===== src/rtl/core/hsft_pkg.sv =====
package hsft_pkg;

  localparam int unsigned RAW_W   = 16;
  localparam int unsigned TEMP_W  = 15;
  localparam int unsigned HUMI_W  = 14;
  localparam int unsigned TPROD_W = 31;
  localparam int unsigned HPROD_W = 30;

  localparam logic [7:0] CRC_INIT_C = 8'hFF;
  localparam logic [7:0] CRC_POLY_C = 8'h31;

  // Conversion spans in hundredths and the temperature offset.
  localparam logic [TEMP_W-1:0]        TEMP_SPAN_C = 15'd17500;
  localparam logic [HUMI_W-1:0]        HUMI_SPAN_C = 14'd10000;
  localparam logic signed [TEMP_W:0]   TEMP_OFS_C  = 16'sd4500;

  // Accepted window expressed on the scaled value before the offset is removed.
  localparam logic [TEMP_W-1:0] SCALED_LO_C = 15'd500;
  localparam logic [TEMP_W-1:0] SCALED_HI_C = 15'd17000;

  localparam logic [2:0] LAST_POS_C = 3'd5;

  typedef enum logic [2:0] {
    ST_OK       = 3'd0,
    ST_TEMP_CRC = 3'd1,
    ST_HUMI_CRC = 3'd2,
    ST_RANGE    = 3'd3,
    ST_BUS_ERR  = 3'd4
  } hsft_status_e;

  typedef enum logic [1:0] {
    CFG_ON_THR   = 2'd0,
    CFG_OFF_THR  = 2'd1,
    CFG_OVERRIDE = 2'd2,
    CFG_LEVEL    = 2'd3
  } hsft_cfg_idx_e;

  typedef enum logic {
    ACT_BYTE    = 1'b0,
    ACT_BUS_ERR = 1'b1
  } hsft_action_e;

  // One finished frame as handed from the front end to the back end.
  typedef struct packed {
    hsft_status_e       status;
    logic [RAW_W-1:0]   temp_raw;
    logic [RAW_W-1:0]   humi_raw;
  } hsft_rec_t;

  typedef struct packed {
    logic [TEMP_W-1:0] on_thr;
    logic [TEMP_W-1:0] off_thr;
    logic              override_en;
    logic              manual_level;
  } hsft_cfg_t;

  typedef struct packed {
    hsft_status_e      status;
    logic [TEMP_W-1:0] temp;
    logic [HUMI_W-1:0] humi;
    logic              relay;
  } hsft_result_t;

  // CRC-8, MSB first, no final XOR.
  function automatic logic [7:0] crc8_feed(input logic [7:0] crc, input logic [7:0] b);
    logic [7:0] c;
    c = crc ^ b;
    for (int i = 0; i < 8; i++) begin
      c = c[7] ? ({c[6:0], 1'b0} ^ CRC_POLY_C) : {c[6:0], 1'b0};
    end
    return c;
  endfunction

endpackage


===== src/rtl/core/humidity_sensor_frame_thermostat.sv =====
// Decodes the six-byte measurement reply of a temperature and humidity sensor and
// drives a thermostat relay. Each input word carries one reply byte in tdata (order:
// temperature MSB, LSB, CRC, humidity MSB, LSB, CRC) and tuser = 0, or a bus error
// with tuser = 1, which aborts the frame and restarts at the first byte. Both 16-bit
// words are checked with CRC-8 (polynomial 0x31, start 0xFF). One output word
// appears per completed frame or bus error and none for the other bytes; it carries
// the status in tuser and temperature and humidity in hundredths of a unit in tdata,
// with the values forced to zero unless the status is ok. Only a good reading
// moves the relay, either through the on/off hysteresis thresholds or, with the
// override set, to the manual level. The block takes one word every clock cycle
// while the result side keeps up; the front end tracks the CRC and byte position for
// each byte, a two-entry frame queue separates it from the back end, and the back
// end registers the constant multiplications in its product stage and computes the
// scaling by 1/65535, range check and relay update into the output register. A
// frame result passes from the queue through the product stage to the output
// register, which lets the next frame proceed while a result waits for tready. When
// results back up, the output register, the product stage and the queue hold four
// of them, and s_axis_tready drops for every input word until the queue frees an
// entry. The configuration registers take effect on the next frame and should be
// written only while no frame result is pending.
module humidity_sensor_frame_thermostat (
  input  logic        clk_i,
  input  logic        rst_ni,

  input  logic        s_axis_tvalid,
  output logic        s_axis_tready,
  input  logic [7:0]  s_axis_tdata,   // [7:0] data_byte
  input  logic        s_axis_tuser,   // [0] action

  output logic        m_axis_tvalid,
  input  logic        m_axis_tready,
  output logic [31:0] m_axis_tdata,   // [14:0] temperature_centi, [28:15] humidity_centi,
                                      // [29] relay_on, [31:30] zero
  output logic [2:0]  m_axis_tuser,   // [2:0] status

  input  logic        cfg_we_i,
  input  logic [1:0]  cfg_idx_i,
  input  logic [14:0] cfg_data_i
);

  hsft_pkg::hsft_cfg_t    cfg_q, cfg_d;
  hsft_pkg::hsft_rec_t    push_rec, pop_rec;
  hsft_pkg::hsft_result_t res;
  logic                   push, pop, queue_full, queue_valid;

  // Configuration register file; indices follow the register list.
  always_comb begin
    cfg_d = cfg_q;
    if (cfg_we_i) begin
      unique case (cfg_idx_i)
        hsft_pkg::CFG_ON_THR:   cfg_d.on_thr       = cfg_data_i;
        hsft_pkg::CFG_OFF_THR:  cfg_d.off_thr      = cfg_data_i;
        hsft_pkg::CFG_OVERRIDE: cfg_d.override_en  = cfg_data_i[0];
        hsft_pkg::CFG_LEVEL:    cfg_d.manual_level = cfg_data_i[0];
        default:                cfg_d              = cfg_q;
      endcase
    end
  end

  always_ff @(posedge clk_i or negedge rst_ni) begin
    if (!rst_ni) begin
      cfg_q.on_thr       <= 15'd2500;
      cfg_q.off_thr      <= 15'd2400;
      cfg_q.override_en  <= 1'b0;
      cfg_q.manual_level <= 1'b0;
    end else begin
      cfg_q <= cfg_d;
    end
  end

  hsft_front u_front (
    .clk_i        (clk_i),
    .rst_ni       (rst_ni),
    .byte_valid_i (s_axis_tvalid),
    .queue_full_i (queue_full),
    .action_i     (s_axis_tuser),
    .data_byte_i  (s_axis_tdata),
    .byte_ready_o (s_axis_tready),
    .push_o       (push),
    .rec_o        (push_rec)
  );

  hsft_queue u_queue (
    .clk_i      (clk_i),
    .rst_ni     (rst_ni),
    .push_i     (push),
    .push_rec_i (push_rec),
    .full_o     (queue_full),
    .pop_i      (pop),
    .valid_o    (queue_valid),
    .pop_rec_o  (pop_rec)
  );

  hsft_back u_back (
    .clk_i       (clk_i),
    .rst_ni      (rst_ni),
    .cfg_i       (cfg_q),
    .rec_valid_i (queue_valid),
    .rec_i       (pop_rec),
    .pop_o       (pop),
    .res_valid_o (m_axis_tvalid),
    .res_ready_i (m_axis_tready),
    .res_o       (res)
  );

  assign m_axis_tdata = {2'b00, res.relay, res.humi, res.temp};
  assign m_axis_tuser = res.status;

endmodule


===== src/rtl/core/hsft_front.sv =====
module hsft_front (
  input  logic                clk_i,
  input  logic                rst_ni,
  input  logic                byte_valid_i,
  input  logic                queue_full_i,
  input  logic                action_i,
  input  logic [7:0]          data_byte_i,
  output logic                byte_ready_o,
  output logic                push_o,
  output hsft_pkg::hsft_rec_t rec_o
);

  logic [2:0]                   pos_q, pos_d, pos_eff;
  logic [7:0]                   crc_q, crc_d, crc_fed;
  logic                         tcrc_ok_q, tcrc_ok_d;
  logic [hsft_pkg::RAW_W-1:0]   traw_q, traw_d, hraw_q, hraw_d;
  logic                         accept;

  assign byte_ready_o = !queue_full_i;
  assign accept       = byte_valid_i && !queue_full_i;

  // Positions past the last byte cannot occur, but restart the frame if they do.
  assign pos_eff = (pos_q > hsft_pkg::LAST_POS_C) ? 3'd0 : pos_q;
  assign crc_fed = hsft_pkg::crc8_feed((pos_eff == 3'd0) ? hsft_pkg::CRC_INIT_C : crc_q,
                                       data_byte_i);

  always_comb begin
    pos_d          = pos_q;
    crc_d          = crc_q;
    tcrc_ok_d      = tcrc_ok_q;
    traw_d         = traw_q;
    hraw_d         = hraw_q;
    push_o         = 1'b0;
    rec_o.status   = hsft_pkg::ST_OK;
    rec_o.temp_raw = traw_q;
    rec_o.humi_raw = hraw_q;
    if (accept) begin
      if (action_i == hsft_pkg::ACT_BUS_ERR) begin
        pos_d        = 3'd0;
        crc_d        = hsft_pkg::CRC_INIT_C;
        push_o       = 1'b1;
        rec_o.status = hsft_pkg::ST_BUS_ERR;
      end else begin
        pos_d = pos_eff + 3'd1;
        unique case (pos_eff)
          3'd0: begin
            crc_d  = crc_fed;
            traw_d = {data_byte_i, 8'h00};
          end
          3'd1: begin
            crc_d  = crc_fed;
            traw_d = {traw_q[15:8], data_byte_i};
          end
          3'd2: begin
            tcrc_ok_d = (crc_q == data_byte_i);
            crc_d     = hsft_pkg::CRC_INIT_C;
          end
          3'd3: begin
            crc_d  = crc_fed;
            hraw_d = {data_byte_i, 8'h00};
          end
          3'd4: begin
            crc_d  = crc_fed;
            hraw_d = {hraw_q[15:8], data_byte_i};
          end
          default: begin
            pos_d  = 3'd0;
            crc_d  = hsft_pkg::CRC_INIT_C;
            push_o = 1'b1;
            if (!tcrc_ok_q) begin
              rec_o.status = hsft_pkg::ST_TEMP_CRC;
            end else if (crc_q != data_byte_i) begin
              rec_o.status = hsft_pkg::ST_HUMI_CRC;
            end else begin
              rec_o.status = hsft_pkg::ST_OK;
            end
          end
        endcase
      end
    end
  end

  always_ff @(posedge clk_i or negedge rst_ni) begin
    if (!rst_ni) begin
      pos_q     <= 3'd0;
      crc_q     <= hsft_pkg::CRC_INIT_C;
      tcrc_ok_q <= 1'b0;
    end else begin
      pos_q     <= pos_d;
      crc_q     <= crc_d;
      tcrc_ok_q <= tcrc_ok_d;
    end
  end

  always_ff @(posedge clk_i) begin
    traw_q <= traw_d;
    hraw_q <= hraw_d;
  end

endmodule


===== src/rtl/core/hsft_queue.sv =====
module hsft_queue (
  input  logic                clk_i,
  input  logic                rst_ni,
  input  logic                push_i,
  input  hsft_pkg::hsft_rec_t push_rec_i,
  output logic                full_o,
  input  logic                pop_i,
  output logic                valid_o,
  output hsft_pkg::hsft_rec_t pop_rec_o
);

  hsft_pkg::hsft_rec_t entry_q [2];
  logic                wr_ptr_q, wr_ptr_d;
  logic                rd_ptr_q, rd_ptr_d;
  logic [1:0]          count_q, count_d;
  logic                do_push, do_pop;

  assign full_o    = (count_q == 2'd2);
  assign valid_o   = (count_q != 2'd0);
  assign pop_rec_o = entry_q[rd_ptr_q];
  assign do_push   = push_i && !full_o;
  assign do_pop    = pop_i && valid_o;

  always_comb begin
    wr_ptr_d = do_push ? !wr_ptr_q : wr_ptr_q;
    rd_ptr_d = do_pop  ? !rd_ptr_q : rd_ptr_q;
    count_d  = count_q;
    if (do_push && !do_pop) begin
      count_d = count_q + 2'd1;
    end else if (do_pop && !do_push) begin
      count_d = count_q - 2'd1;
    end
  end

  always_ff @(posedge clk_i or negedge rst_ni) begin
    if (!rst_ni) begin
      wr_ptr_q <= 1'b0;
      rd_ptr_q <= 1'b0;
      count_q  <= 2'd0;
    end else begin
      wr_ptr_q <= wr_ptr_d;
      rd_ptr_q <= rd_ptr_d;
      count_q  <= count_d;
    end
  end

  always_ff @(posedge clk_i) begin
    if (do_push) begin
      entry_q[wr_ptr_q] <= push_rec_i;
    end
  end

endmodule


===== src/rtl/core/hsft_back.sv =====
module hsft_back (
  input  logic                   clk_i,
  input  logic                   rst_ni,
  input  hsft_pkg::hsft_cfg_t    cfg_i,
  input  logic                   rec_valid_i,
  input  hsft_pkg::hsft_rec_t    rec_i,
  output logic                   pop_o,
  output logic                   res_valid_o,
  input  logic                   res_ready_i,
  output hsft_pkg::hsft_result_t res_o
);

  // Stage A: products of the raw values and the spans.
  logic                         a_valid_q, a_valid_d;
  hsft_pkg::hsft_status_e       a_status_q;
  logic [hsft_pkg::TPROD_W-1:0] a_tprod_q;
  logic [hsft_pkg::HPROD_W-1:0] a_hprod_q;

  // Output register and thermostat state.
  logic                         out_valid_q, out_valid_d;
  hsft_pkg::hsft_result_t       out_q, out_d;
  logic                         therm_q, therm_d, relay_q, relay_d;

  logic                         out_ready, a_adv;
  logic [31:0]                  tsum, hsum;
  logic [hsft_pkg::TEMP_W-1:0]  scaled_t;
  logic [hsft_pkg::HUMI_W-1:0]  scaled_h;
  logic signed [hsft_pkg::TEMP_W:0] temp_wide;
  logic [hsft_pkg::TEMP_W-1:0]  temp;
  logic                         range_bad, meas_ok, therm_next;

  assign out_ready = !out_valid_q || res_ready_i;
  assign a_adv     = a_valid_q && out_ready;
  assign pop_o     = rec_valid_i && (!a_valid_q || out_ready);

  always_comb begin
    a_valid_d = a_valid_q;
    if (pop_o) begin
      a_valid_d = 1'b1;
    end else if (a_adv) begin
      a_valid_d = 1'b0;
    end
  end

  // Exact floor(x / 65535) for x below 2^31: (x + (x >> 16) + 1) >> 16.
  assign tsum      = {1'b0, a_tprod_q} + {17'd0, a_tprod_q[30:16]} + 32'd1;
  assign hsum      = {2'b00, a_hprod_q} + {18'd0, a_hprod_q[29:16]} + 32'd1;
  assign scaled_t  = tsum[30:16];
  assign scaled_h  = hsum[29:16];
  assign temp_wide = $signed({1'b0, scaled_t}) - hsft_pkg::TEMP_OFS_C;
  assign temp      = temp_wide[hsft_pkg::TEMP_W-1:0];
  assign range_bad = (scaled_t < hsft_pkg::SCALED_LO_C) || (scaled_t > hsft_pkg::SCALED_HI_C);
  assign meas_ok   = (a_status_q == hsft_pkg::ST_OK) && !range_bad;

  always_comb begin
    if ($signed(temp) >= $signed(cfg_i.on_thr)) begin
      therm_next = 1'b1;
    end else if ($signed(temp) <= $signed(cfg_i.off_thr)) begin
      therm_next = 1'b0;
    end else begin
      therm_next = therm_q;
    end
  end

  always_comb begin
    therm_d     = therm_q;
    relay_d     = relay_q;
    out_d       = out_q;
    out_valid_d = out_valid_q;
    if (a_adv) begin
      if (meas_ok) begin
        if (cfg_i.override_en) begin
          relay_d = cfg_i.manual_level;
        end else begin
          therm_d = therm_next;
          relay_d = therm_next;
        end
      end
      out_valid_d  = 1'b1;
      out_d.status = ((a_status_q == hsft_pkg::ST_OK) && range_bad) ? hsft_pkg::ST_RANGE
                                                                     : a_status_q;
      out_d.temp   = meas_ok ? temp : '0;
      out_d.humi   = meas_ok ? scaled_h : '0;
      out_d.relay  = relay_d;
    end else if (res_ready_i) begin
      out_valid_d = 1'b0;
    end
  end

  always_ff @(posedge clk_i or negedge rst_ni) begin
    if (!rst_ni) begin
      a_valid_q   <= 1'b0;
      out_valid_q <= 1'b0;
      therm_q     <= 1'b0;
      relay_q     <= 1'b0;
    end else begin
      a_valid_q   <= a_valid_d;
      out_valid_q <= out_valid_d;
      therm_q     <= therm_d;
      relay_q     <= relay_d;
    end
  end

  always_ff @(posedge clk_i) begin
    if (pop_o) begin
      a_status_q <= rec_i.status;
      a_tprod_q  <= {15'd0, rec_i.temp_raw} * {16'd0, hsft_pkg::TEMP_SPAN_C};
      a_hprod_q  <= {14'd0, rec_i.humi_raw} * {16'd0, hsft_pkg::HUMI_SPAN_C};
    end
    out_q <= out_d;
  end

  assign res_valid_o = out_valid_q;
  assign res_o       = out_q;

endmodule


===== config.mk =====
export PLATFORM = sky130hd
export DESIGN_NAME = humidity_sensor_frame_thermostat
export DESIGN_NICKNAME = d
export VERILOG_FILES = /design/src/rtl/core/hsft_pkg.sv /design/src/rtl/core/humidity_sensor_frame_thermostat.sv /design/src/rtl/core/hsft_front.sv /design/src/rtl/core/hsft_queue.sv /design/src/rtl/core/hsft_back.sv
export SDC_FILE = /design/constraint.sdc
export NUM_CORES = 1
export LEC_CHECK = 0
export ABC_AREA = 1
export BUFFER_PORTS_ARGS = -buffer_cell sky130_fd_sc_hd__buf_2
export CORE_ASPECT_RATIO = 1.5
export CORE_MARGIN = 10
export CORE_UTILIZATION = 47
export CTS_CLUSTER_SIZE = 14
export DETAILED_ROUTE_END_ITERATION = 10
export PLACE_DENSITY = 0.73
export SYNTH_ARGS = -nofsm -noshare
export SYNTH_HDL_FRONTEND = slang
export SYNTH_SLANG_ARGS = --single-unit

===== constraint.sdc =====
create_clock -name clk_i -period 7.3 [get_ports clk_i]
set_clock_uncertainty 0.05 [all_clocks]
set_input_delay 1.825 -clock clk_i [delete_from_list [all_inputs] [get_ports clk_i]]
set_output_delay 1.825 -clock clk_i [all_outputs]
set_load 0.005 [all_outputs]

# After elaboration in Yosys (flattened, before gate mapping)
# Memory sizes are Yosys's and may differ from the RTL's.
# Index checks and enable logic that the tools add are counted.
dict set report classes {
  n_addsub 8
  mul 2
  magnitude_cmp 5
  eq_ne 10
  mux 36
  bitwise 13
  reduce_logical 41
}
# op count
set op_table {}
lappend op_table {{case mux 16 bit (2 select lines)} 2}
lappend op_table {{two-way mux 6 bit} 8}
lappend op_table {{adder 31 x 1 -> 31 bit, second input constant} 1}
lappend op_table {{adder 31 x 15 -> 31 bit} 1}
lappend op_table {{adder 30 x 1 -> 30 bit, second input constant} 1}
lappend op_table {{adder 30 x 14 -> 30 bit} 1}
lappend op_table {{multiplier 16 x 13 -> 29 bit, second input constant} 1}
lappend op_table {{multiplier 16 x 10 -> 26 bit, second input constant} 1}
lappend op_table {{two-way mux 8 bit} 3}
lappend op_table {{NOT 3 bit} 8}
lappend op_table {{two-way mux 3 bit} 7}
lappend op_table {{>= comparator 15 bit} 1}
lappend op_table {{> comparator 15 bit, second input constant} 1}
lappend op_table {{<= comparator 15 bit} 1}
lappend op_table {{less-than comparator 15 x 9 -> 1 bit, second input constant} 1}
lappend op_table {{subtractor 15 x 13 -> 15 bit, second input constant} 1}
lappend op_table {{two-way mux 1 bit} 13}
lappend op_table {{AND reduction 3 bit} 4}
lappend op_table {{nonzero test 2 bit} 6}
lappend op_table {{logical AND 1 bit} 9}
lappend op_table {{== test 8 bit} 1}
lappend op_table {{zero test 1 bit} 8}
lappend op_table {{!= test 8 bit} 1}
lappend op_table {{AND reduction 2 bit} 4}
lappend op_table {{18 further kinds} 30}
dict set report word_totals {
  ff_bits 175
  ram_bits 70
  in_bits 31
  wordCells 141
  n_memories 1
}
# name words width read_ports rd_ports_with_merged_regs wr line
set memory_table {}
lappend memory_table {u_queue.entry_q 2 35 1 0 1 hsft_queue.sv:12} ;# hsft_pkg::hsft_rec_t entry_q [2];

# Longest topological paths before layout
# Gate-level depths: netlist of run 1.
dict set report depth {
  depth_word 23
  depth_mapped 32
  mapped_depth_nobuf 32
}

# Modules after synthesis
# Synthesis of run 1 repeated with hierarchy kept, for this count alone.
dict set report hier_totals {
  cells_unflattened 2165
  hier_area_um2 18970.7
}
# module n_inst cells_each area_each_um2
set by_module_without_submodules {}
lappend by_module_without_submodules {hsft_back 1 1535 12460.7}
lappend by_module_without_submodules {hsft_queue 1 214 2846.5}
lappend by_module_without_submodules {hsft_front 1 268 2280.9}
lappend by_module_without_submodules {humidity_sensor_frame_thermostat 1 148 1382.6}

# Worst setup path after synthesis of run 1
# Ideal clock, no wire load.
dict set report synth_path {
  path_type {reg-to-reg}
  startpoint {reg u_queue.rd_ptr_q}
  endpoint {reg u_back.a_hprod_q[29] in the netlist's numbering, data pin}
  setup_time_ns 0.257
  arrival_time_ns 5.329
  t_required_ns 6.993
  slack_ns 1.665
  path_stages_with_launch 32
  n_path_buf 3
  period_less_slack_ns 5.635
  path_cell_list {dfrtp_1 > clkbuf_1 > inv_1 > clkbuf_1 > buf_1 > nand2_1 > nand2_1 > fa_1 > ha_1 > inv_1 > fa_1 > inv_1 > ha_1 > inv_1 > fa_1 > inv_1 > ha_1 > a21oi_1 > o21ai_0 > a21oi_1 > inv_1 > a21oi_1 > o21ai_0 > nand2_1 > nand2_1 > nand2_1 > nand2_1 > nand2_1 > nand2_1 > nand2_1 > nand2_1 > xor2_1}
}
dict set report synth_via {
  elab_chain_len 2
}
# element line
set synth_lines {}
lappend synth_lines {{start: declaration} hsft_queue.sv:14} ;# logic rd_ptr_q, rd_ptr_d;
lappend synth_lines {{start signal: assignment} hsft_queue.sv:42} ;# rd_ptr_q <= rd_ptr_d;
lappend synth_lines {{memory read (2 x 35 bit)} n/a}
lappend synth_lines {{multiplier 16 x 10 -> 26 bit} hsft_back.sv:108} ;# a_hprod_q <= {14'd0, rec_i.humi_raw} * {16'd0, hsft_pkg::HUMI_SPAN_C};
lappend synth_lines {{end signal: assignment} hsft_back.sv:108}
lappend synth_lines {{end: declaration} hsft_back.sv:17} ;# logic [hsft_pkg::HPROD_W-1:0] a_hprod_q;
# No other way between the ends.
# A chain may end at the register's enable or synchronous reset.

# Worst setup path in the final report of run 1
dict set report layout_path {
  startpoint {reg u_queue.rd_ptr_q}
  endpoint {reg u_back.a_tprod_q[27] in the netlist's numbering, data pin}
}
dict set report layout_via {
  elab_chain_len 2
}
# element line
set layout_lines {}
lappend layout_lines {{memory read (2 x 35 bit)} n/a}
lappend layout_lines {{multiplier 16 x 13 -> 29 bit} hsft_back.sv:107} ;# a_tprod_q <= {15'd0, rec_i.temp_raw} * {16'd0, hsft_pkg::TEMP_SPAN_C};
lappend layout_lines {{end signal: assignment} hsft_back.sv:107}
lappend layout_lines {{end: declaration} hsft_back.sv:16} ;# logic [hsft_pkg::TPROD_W-1:0] a_tprod_q;
# No other way between the ends.

==> results of run 1 <==
==> cell type report <==
| class | count | area (um2) |
|---|---|---|
| Timing Repair Buffer | 72 | 377.9 |
| Multi-Input combinational cell | 1311 | 9389 |
| Tap cell | 495 | 619.3 |
| Fill cell | 3444 | 18380 |
| Sequential cell | 245 | 7118 |
| Clock inverter | 15 | 177.7 |
| Clock buffer | 31 | 658.1 |
| Inverter | 426 | 1599 |
==> worst paths after layout <==
check	to	slack (ns)	depth (start not counted)
worst max-delay path	u_back.a_tprod_q[27]	1.25	26
worst min-delay path	u_queue.entry_q[0][18]	0.40	0
worst max register to register	u_back.a_tprod_q[27]	1.25	26
worst min register to register	u_queue.entry_q[0][18]	0.40	0
max in group asynchronous	cfg_q[3]	5.35	2
min in group asynchronous	cfg_q[29]	1.36	2
==> critical path: cells and delay by family, from the launching register on <==
family	cells	cell delay [ns]
AND/OR/NAND/NOR	9	1.24
XOR/XNOR	1	0.06
AO/OA/AOI/OAI	2	0.70
adder cells (fa/ha/maj)	6	2.43
buffers and inverters	8	0.98
flip-flops	1	0.34
==> placed cells by master (no fill, tap or decap), drive strengths merged, types with 3 or more instances in the layout <==
master	instances
o211ai	5
nand2	388
a21oi	91
nor4	4
o21a	3
xnor2	22
edfxtp	193
and2	5
dfstp	17
o21ai	97
clkbuf	31
nor3	24
xor2	55
a211oi	3
dfrtp	35
nand4	18
bufinv	3
o22ai	7
nor2	149
nor3b	4
o221ai	3
fa	80
buf	72
o21bai	3
clkinv	9
or2	24
a21o	4
inv	427
nand3	77
ha	228
a31oi	3
==> layer usage <==
metal,vias up,track usage
met4,0,0.08290
met2,247,0.3273
met5,-,0
met1,6106,0.1689
met3,105,0.01948
li1,6603,-
==> synthesized netlist by cell type (14+ instances only) <==
master / number / area (um2)
inv_1: 420 / 1577
o21ai_0: 93 / 465.5
edfxtp_1: 193 / 5796
dfrtp_1: 35 / 875.8
nor3_1: 18 / 90.09
nand2_1: 380 / 1426
nor2_1: 145 / 544.3
clkbuf_1: 14 / 52.55
xor2_1: 55 / 481.7
xnor2_1: 22 / 192.7
dfstp_2: 17 / 446.7
fa_1: 80 / 1602
ha_1: 228 / 2853
nand3_1: 73 / 365.4
nand4_1: 18 / 112.6
or2_2: 23 / 143.9
a21oi_1: 90 / 450.4
==> cells by family (layout without fill, tap and decap cells) <==
logic type	count (synthesis)	in the layout	synth area share
simple gates	697	697	0.1654
buf+inv	447	544	0.09325
fa+ha+maj	308	308	0.2448
flops	245	245	0.3912
compound gates	227	227	0.06808
xor+xnor	77	77	0.03706
other cells	1	2	0.0002061
==> registers in the layout, indices dropped and copies added (netlist names) <==
register and count:
u_back.relay_q 1, cfg_q 32, u_queue.entry_q 70, u_queue.count_q 2
u_front.tcrc_ok_q 1, u_front.crc_q 8, u_front.traw_q 16, u_back.therm_q 1
u_back.a_valid_q 1, u_back.res_valid_o 1, u_back.a_hprod_q 26, u_queue.rd_ptr_q 1
u_back.a_tprod_q 29, u_front.hraw_q 16, u_back.res_o 33, u_queue.wr_ptr_q 1
u_front.pos_q 3, u_back.a_status_q 3
==> per-stage QoR <==
step / hold slack [ns] / util / setup slack [ns] / area (um2)
finish: 0.3952 / 0.5204 / 1.246 / 19940
global route: 0.4048 / 0.5204 / 0.7713 / 19940
global placement: 0.3740 / 0.4986 / 1.428 / 19100
floorplan: 0.3715 / - / 1.665 / 18200
CTS: 0.3960 / 0.5204 / 1.239 / 19940
detailed placement: 0.3796 / 0.4986 / 1.232 / 19100
==> run metrics, run 1 <==
Yosys reg bits 245; die span in y about 260 um; fmax between 150 and 200 MHz; Worst-Margin Slew 1.180 ns; first-pass GRT wire length 65090 um; post-layout min period 6.054 ns; Fin. Hold Viols 0; critical path fanouts, max 20; die area 47150 um2; area grow syn2layout 9.586%; # Post-CTS Setup Buffers 0; H-tree depth 1; initial antenna violation count 0; yosys warns 0; clk buf depth 3; vias per cell about 5.0; Routability Congestion 0.9550; half-perimeter wire length after placement 32590 um; post-CTS sizing 0; global route overflow 0; hold-fix buffer count after cts 0; Slew headroom 0.2072; CP max-delay cell fa_1; Tcrit/Tclk final 0.8293; Required @ worst endpoint approximately 7.6 ns; Seq/Total Area, Yosys 0.3912; CTS buffer count 25; CP arrival 6.31 ns; remaining antenna violation count after routing 0; CP endpoint kind flop; status finished, final reports clean; Top cell by count, worst path inv_1; final WL 39330 um; vias in the first global route roughly 13k; total clock sinks 245; Nets 2420; ant diodes 0; number of DRC markers in iteration 0 around 640; Final Instance Count excl. Fillers approximately 2.6k; DRC 0; setup TNS 0 ns; initial core utilization 0.4749; CP startpoint u_queue.rd_ptr_q; Port Buffer Count 65; largest net degree at the start of global routing 59; row count 88; met2 WL 21270 um; Critical Setup Path Class flop to flop; cell area after synthesis 18190 um2; clk root buf clkbuf_16; Tightest Hold Check Type flop to flop; Die X 180.7 um; reg2reg start u_queue.rd_ptr_q; Critical Path Start Type flop; via count about 13k; Core Area about 38000 um2; number of synthesized flops with an enable pin approximately 190; post-synthesis cell type count between 50 and 60; final setup fails 0; Ports approximately 70; Routed met1 length 15000 um; Worst-path clk slew 0.07 ns; DR top layer met4; Inst Count DP 2549; router iterations before antenna repair 6; RSZ-0062 raised after global routing false; All-Layer GR Usage 0.1664; met3 WL 1140 um; Synth Flop Type edfxtp_1; Max Cap Viol 0; crit-path max cell delay roughly 0.51 ns; proportion of layout cells with a drive suffix above 1 0.08762; post-synthesis cell count between 2k and 2.5k; Avg Cell Area, Syn around 9 um2; TritonCTS clock tree built; Clk Latency, worst-skew pair ~0.55 ns; mean routed wirelength per cell between 15 and 20 um; fin. max-slew vios 0; Hold Startpoint u_front.traw_q[2]; ys async rst share 0.2122
Power of run 1 is not shown: default switching activity piles up to over one toggle a cycle in this logic, so the estimate is an artifact.
==> run 2: changes to the inputs <==
==> constraint.sdc (replaced) <==
create_clock -name clk_i -period 5.7 [get_ports clk_i]
set_clock_uncertainty 0.05 [all_clocks]
set_input_delay 1.425 -clock clk_i [delete_from_list [all_inputs] [get_ports clk_i]]
set_output_delay 1.425 -clock clk_i [all_outputs]
set_load 0.005 [all_outputs]
==> run metrics, run 2 (synthesis results as in run 1) <==
status finished, final reports clean; H-tree depth 1 (unchanged); total clock sinks 245 (unchanged); Critical Path Start Type flop; remaining antenna violation count after routing 0 (unchanged); half-perimeter wire length after placement 32850 um (+0.80%); final WL 40720 um (+3.5%); Slew headroom 0.1754 (-0.03179); global route overflow 0 (unchanged); CP arrival 5.68 ns (-0.63 ns); fin. max-slew vios 0 (unchanged); ant diodes 0 (unchanged); vias per cell 5.053 (+0.39%); Tightest Hold Check Type flop to flop; FILL cells 3404 (-1.2%); vias in the first global route 13.74k (+1.8%); Routability Congestion 0.9655 (+1.1%); Final Util 0.5326 (+0.01218); die area 47150 um2 (unchanged); CP endpoint kind flop; row count 88 (unchanged); commonest non-fill, non-tap cell in the layout inv_1; Tcrit/Tclk final 0.9547 (+0.1254); largest net degree at the start of global routing 59 (unchanged); Inst Count DP 2571 (+0.86%); post-layout min period 5.442 ns (-0.6121 ns); max reg flops 70 (unchanged); TritonCTS clock tree built; Ports 68 (unchanged); Worst-path clk slew 0.07 ns (about the same); initial core utilization 0.4749 (unchanged); Biggest register u_queue.entry_q; Worst-Margin Slew 1.227 ns (+0.04732 ns); Core Area 38320 um2 (unchanged); Port Buffer Count 65 (unchanged); Nets 2455 (+1.4%); worst hold slack 0.3848 ns (-0.01043 ns); final setup fails 0 (unchanged); Die X 180.7 um (unchanged); pre-CTS setup slack -0.05486 ns (-1.286 ns); die span in y 261.0 um (unchanged); mean routed wirelength per cell 15.48 um (+2.1%); CTS buffer count 26 (+4.0%); most frequent cells in the layout inv_1 (418), nand2_1 (380), ha_1 (222), edfxtp_1 (193), nor2_1 (142); Final Instance Count excl. Fillers 2631 (+1.4%); area of the multi-input gates 9479 um2 (+0.96%); area grow syn2layout 12.15%; via count 13.29k (+1.8%); Critical Setup Path Class flop to flop; proportion of layout cells with a drive suffix above 1 0.1138 (+0.02614); Required @ worst endpoint 5.94 ns (-1.61 ns); DRC 0 (unchanged); initial antenna violation count 0 (unchanged); fmax 183.8 MHz (+11%); Fin. Hold Viols 0 (unchanged); clk buf depth 3 (unchanged); setup ws final 0.2584 ns (-0.9879 ns); critical path fanouts, max 16 (-20%); All-Layer GR Usage 0.1700 (+0.003519); router iterations before antenna repair 5 (-1); Seq. cell area 7118 um2 (unchanged); number of DRC markers in iteration 0 705 (+9.8%); Clk Latency, worst-skew pair 0.56 ns (about the same); Max Cap Viol 0 (unchanged); first-pass GRT wire length 66320 um (+1.9%); clk root buf clkbuf_16
-- run 2: repair_timing --
action	4_1_cts	5_1_grt
cloned	0	0
hold buffers	0	0
pin swaps	0	4
buffers inserted	0	12
setup endpoints to repair	1	11
gates resized for setup	1	27
-- run 2: path summary, 6_finish.rpt --
| kind | from | end | slack [ns] | cells after the start |
|---|---|---|---|---|
| max | u_queue.rd_ptr_q | u_back.a_tprod_q[27] | 0.26 | 25 |
| min | u_front.traw_q[12] | u_queue.entry_q[0][28] | 0.38 | 0 |
| max reg2reg | u_queue.rd_ptr_q | u_back.a_tprod_q[27] | 0.26 | 25 |
| min reg2reg | u_front.traw_q[12] | u_queue.entry_q[0][28] | 0.38 | 0 |
| max in group asynchronous | rst_ni | u_queue.count_q[0] | 4.13 | 2 |
| min in group asynchronous | rst_ni | cfg_q[15] | 0.96 | 2 |
-- run 2: layout make-up --
class | count | share of cell area
flip-flops and latches | 245 | 0.3488
clock inverters | 18 | 0.01306
well taps | 495 | 0.03035
inverters | 426 | 0.07836
clock buffers | 30 | 0.03262
multi-input cells | 1311 | 0.4645
repair buffers | 106 | 0.03225
-- run 2: layer usage --
| metal | share of wire | GRT usage |
|---|---|---|
| met1 | 0.38 | 0.1731 |
| met2 | 0.54 | 0.3300 |
| met3 | 0.032 | 0.02100 |
| met4 | 0.054 | 0.09020 |
| met5 | 0 | 0 |
-- run 2: critical path, stage by stage, from the launching register on --
cell      delay [ns]
dfrtp_1         0.39
inv_1           0.11
buf_4           0.19
or2_2           0.29
o21ai_2         0.09
inv_1           0.08
buf_4           0.17
ha_1            0.27
inv_1           0.05
fa_1            0.50
inv_1           0.05
ha_1            0.30
fa_1            0.48
fa_1            0.50
ha_1            0.37
a21oi_1         0.20
nor2_1          0.06
nor2_1          0.13
o221ai_1        0.15
nor2_2          0.19
o21ai_2         0.11
nand4_1         0.09
nand2_1         0.08
nand3_1         0.08
nand2_1         0.06
xor2_1          0.14
-- run 2: metrics by stage --
stage          cell area [um2]  setup TNS (ns)
3_3_place_gp             19290               0
2_1_floorplan            18200               0
4_1_cts                  20230               0
6_report                 20410               0
5_1_grt                  20410         -0.1178
3_5_place_dp             19290        -0.05486
Power of run 2 is left out for the same reason.
==> run 3: changes to the inputs <==
--- a/config.mk
+++ b/config.mk
@@ -15,4 +15,5 @@
 export PLACE_DENSITY = 0.73
 export SYNTH_ARGS = -nofsm -noshare
 export SYNTH_HDL_FRONTEND = slang
+export SYNTH_HIERARCHICAL = 1
 export SYNTH_SLANG_ARGS = --single-unit
==> run metrics, run 3 <==
half-perimeter wire length after placement 34530 um (+5.1%); Slew headroom 0.4074 (+0.2320); vias per cell 5.118 (+1.3%); global route overflow 0 (unchanged); Seq/Total Area, Yosys 0.3752 (-0.01600); ys async rst share 0.2122 (unchanged); Final Util 0.5168 (-0.01573); total clock sinks 245 (unchanged); Critical Path Start Type flop; fin. max-slew vios 0 (unchanged); Biggest register u_queue/entry_q; Critical Setup Path Class flop to flop; Fin. Hold Viols 0 (unchanged); All-Layer GR Usage 0.1738 (+0.003887); remaining antenna violation count after routing 0 (unchanged); post-synthesis cell type count 55 (-1.8%); largest net degree at the start of global routing 53 (-10%); DRC 0 (unchanged); Yosys top cell area share 0.3055 (-0.01303); final WL 42610 um (+4.6%); commonest non-fill, non-tap cell in the layout nand2_1; area grow syn2layout 9.214%; die span in y 266.1 um (+1.9%); post-layout min period 5.383 ns (-0.05835 ns); number of DRC markers in iteration 0 691 (-2.0%); ant diodes 0 (unchanged); initial antenna violation count 0 (unchanged); Required @ worst endpoint 5.94 ns (about the same); clk buf depth 3 (unchanged); Yosys reg bits 245 (unchanged); final setup fails 0 (unchanged); Inst Count DP 2725 (+6.0%); CTS buffer count 26 (unchanged); Core Area 40090 um2 (+4.6%); most frequent cells in the layout nand2_1 (549), inv_1 (426), ha_1 (225), edfxtp_1 (193), nor2_1 (122); post-synthesis cell count 2165 (+8.1%); Tcrit/Tclk final 0.9444 (-0.01024); via count 14.19k (+6.7%); Die X 184.0 um (+1.9%); first-pass GRT wire length 69280 um (+4.5%); synth cell count leaders nand2_1 (550), inv_1 (427), ha_1 (225); CP arrival 5.63 ns (-0.05 ns); Avg Cell Area, Syn 8.762 um2 (-3.6%); yosys warns 6 (+6); Nets 2583 (+5.2%); RSZ-0062 raised after global routing false; critical path fanouts, max 27 (+11); CP endpoint kind flop; vias in the first global route 14.42k (+4.9%); top-count cell post-synth nand2_1; cell area after synthesis 18970 um2 (+4.3%); TritonCTS clock tree built; Ports 68 (unchanged); reg2reg start u_queue/rd_ptr_q; mean routed wirelength per cell 15.37 um (-0.68%); Synth Flop Type edfxtp_1; Hold Startpoint u_front/traw_q[13]; Final Instance Count excl. Fillers 2772 (+5.4%); Clk Latency, worst-skew pair 0.55 ns (about the same); H-tree depth 1 (unchanged); status finished, final reports clean; router iterations before antenna repair 5 (unchanged); fmax 185.8 MHz (+1.1%); FILL cells 3623 (+6.4%); number of synthesized flops with an enable pin 193 (unchanged); pre-CTS setup slack 0.2752 ns (+0.3301 ns); max reg flops 70 (unchanged); setup ws final 0.3167 ns (+0.05835 ns); row count 90 (+2.3%); Worst-path clk slew 0.07 ns (about the same); Worst-Margin Slew 0.8821 ns (-0.3454 ns); initial core utilization 0.4732 (-0.001635); CP startpoint u_queue/rd_ptr_q; ranking of synthesized cells by area edfxtp_1 (31%), ha_1 (15%), nand2_1 (11%), inv_1 (8.4%), fa_1 (8.4%); Routability Congestion 0.9779 (+1.3%); setup TNS 0 ns (unchanged); leading area contributor after synthesis edfxtp_1; Port Buffer Count 65 (unchanged); Tightest Hold Check Type flop to flop; die area 48960 um2 (+3.9%); Max Cap Viol 0 (unchanged); proportion of layout cells with a drive suffix above 1 0.1050 (-0.008733); clk root buf clkbuf_16
## run 3: cell count changes in the layout (fill, tap and decap cells not counted), sizes merged, moves of 6 or more
| cell | before | now |
|---|---|---|
| xor2 | 55 | 40 |
| xnor2 | 22 | 15 |
| nand2 | 388 | 582 |
| nand3b | 2 | 8 |
| nand4 | 18 | 44 |
| or2 | 24 | 7 |
| inv | 427 | 441 |
| o21ai | 97 | 44 |
| nand3 | 77 | 110 |
| buf | 106 | 78 |
## run 3: routing by layer
| metal | track usage | share of wire | wire length [um] | vias up |
|---|---|---|---|---|
| li1 | - | - | - | 7111 |
| met1 | 0.1740 | 0.37 | 15720 | 6630 |
| met2 | 0.3303 | 0.53 | 22650 | 314 |
| met3 | 0.02361 | 0.040 | 1690 | 133 |
| met4 | 0.1046 | 0.060 | 2549 | 0 |
| met5 | 0 | 0 | 0 | - |
## run 3: cell type report
class	instances	area, um2	area share
Sequential cell	245	7119	0.3436
Clock buffer	32	714.4	0.03448
Tap cell	506	633.1	0.03056
Clock inverter	15	171.4	0.008273
Multi-Input combinational cell	1458	10010	0.4829
Timing Repair Buffer	78	422.9	0.02041
Inverter	438	1652	0.07971
## run 3: kinds of logic after synthesis
| kind of cell | Yosys count | synth area share |
|---|---|---|
| xor+xnor | 55 | 0.02539 |
| compound gates | 169 | 0.05151 |
| other cells | 1 | 0.0001977 |
| fa+ha+maj | 305 | 0.2328 |
| buf+inv | 463 | 0.09847 |
| simple gates | 927 | 0.2164 |
| flops | 245 | 0.3752 |
## run 3: final timing paths
kind	endpoint	slack, ns	depth (start not counted)
max	u_back/a_tprod_q[22]	0.32	23
min	u_queue/entry_q[1][29]	0.40	0
max reg2reg	u_back/a_tprod_q[22]	0.32	23
min reg2reg	u_queue/entry_q[1][29]	0.40	0
max in group asynchronous	u_queue/rd_ptr_q	4.09	2
min in group asynchronous	u_front/pos_q[1]	0.97	2
## run 3: what timing repair did
action                     in CTS  in global routing
resized for setup               0                  5
setup endpoints to repair       0                  5
hold buffers                    0                  0
buffers inserted                0                  0
## run 3: through the flow
step	area, um2	hold WS [ns]
finish	20720	0.3967
global route	20720	0.4082
CTS	20700	0.3921
detailed placement	19820	0.3829
global placement	19820	0.3737
floorplan	18970	0.3715
## run 3: worst max-delay path: stages, from the launching register on
cell and delay (ns):
dfrtp_2 0.45, inv_8 0.11, buf_4 0.19, nand2_1 0.07, nand2_1 0.15, ha_1 0.35
inv_1 0.05, fa_1 0.49, inv_1 0.05, ha_1 0.30, inv_1 0.08, fa_1 0.45
fa_1 0.55, inv_1 0.04, ha_1 0.34, a21oi_1 0.10, o21ai_0 0.16, a21oi_1 0.08
o21ai_0 0.29, a31oi_1 0.17, o21ai_0 0.32, nand3_1 0.11, nand2_1 0.09, xor2_1 0.07
Power of run 3 is left out for the same reason.
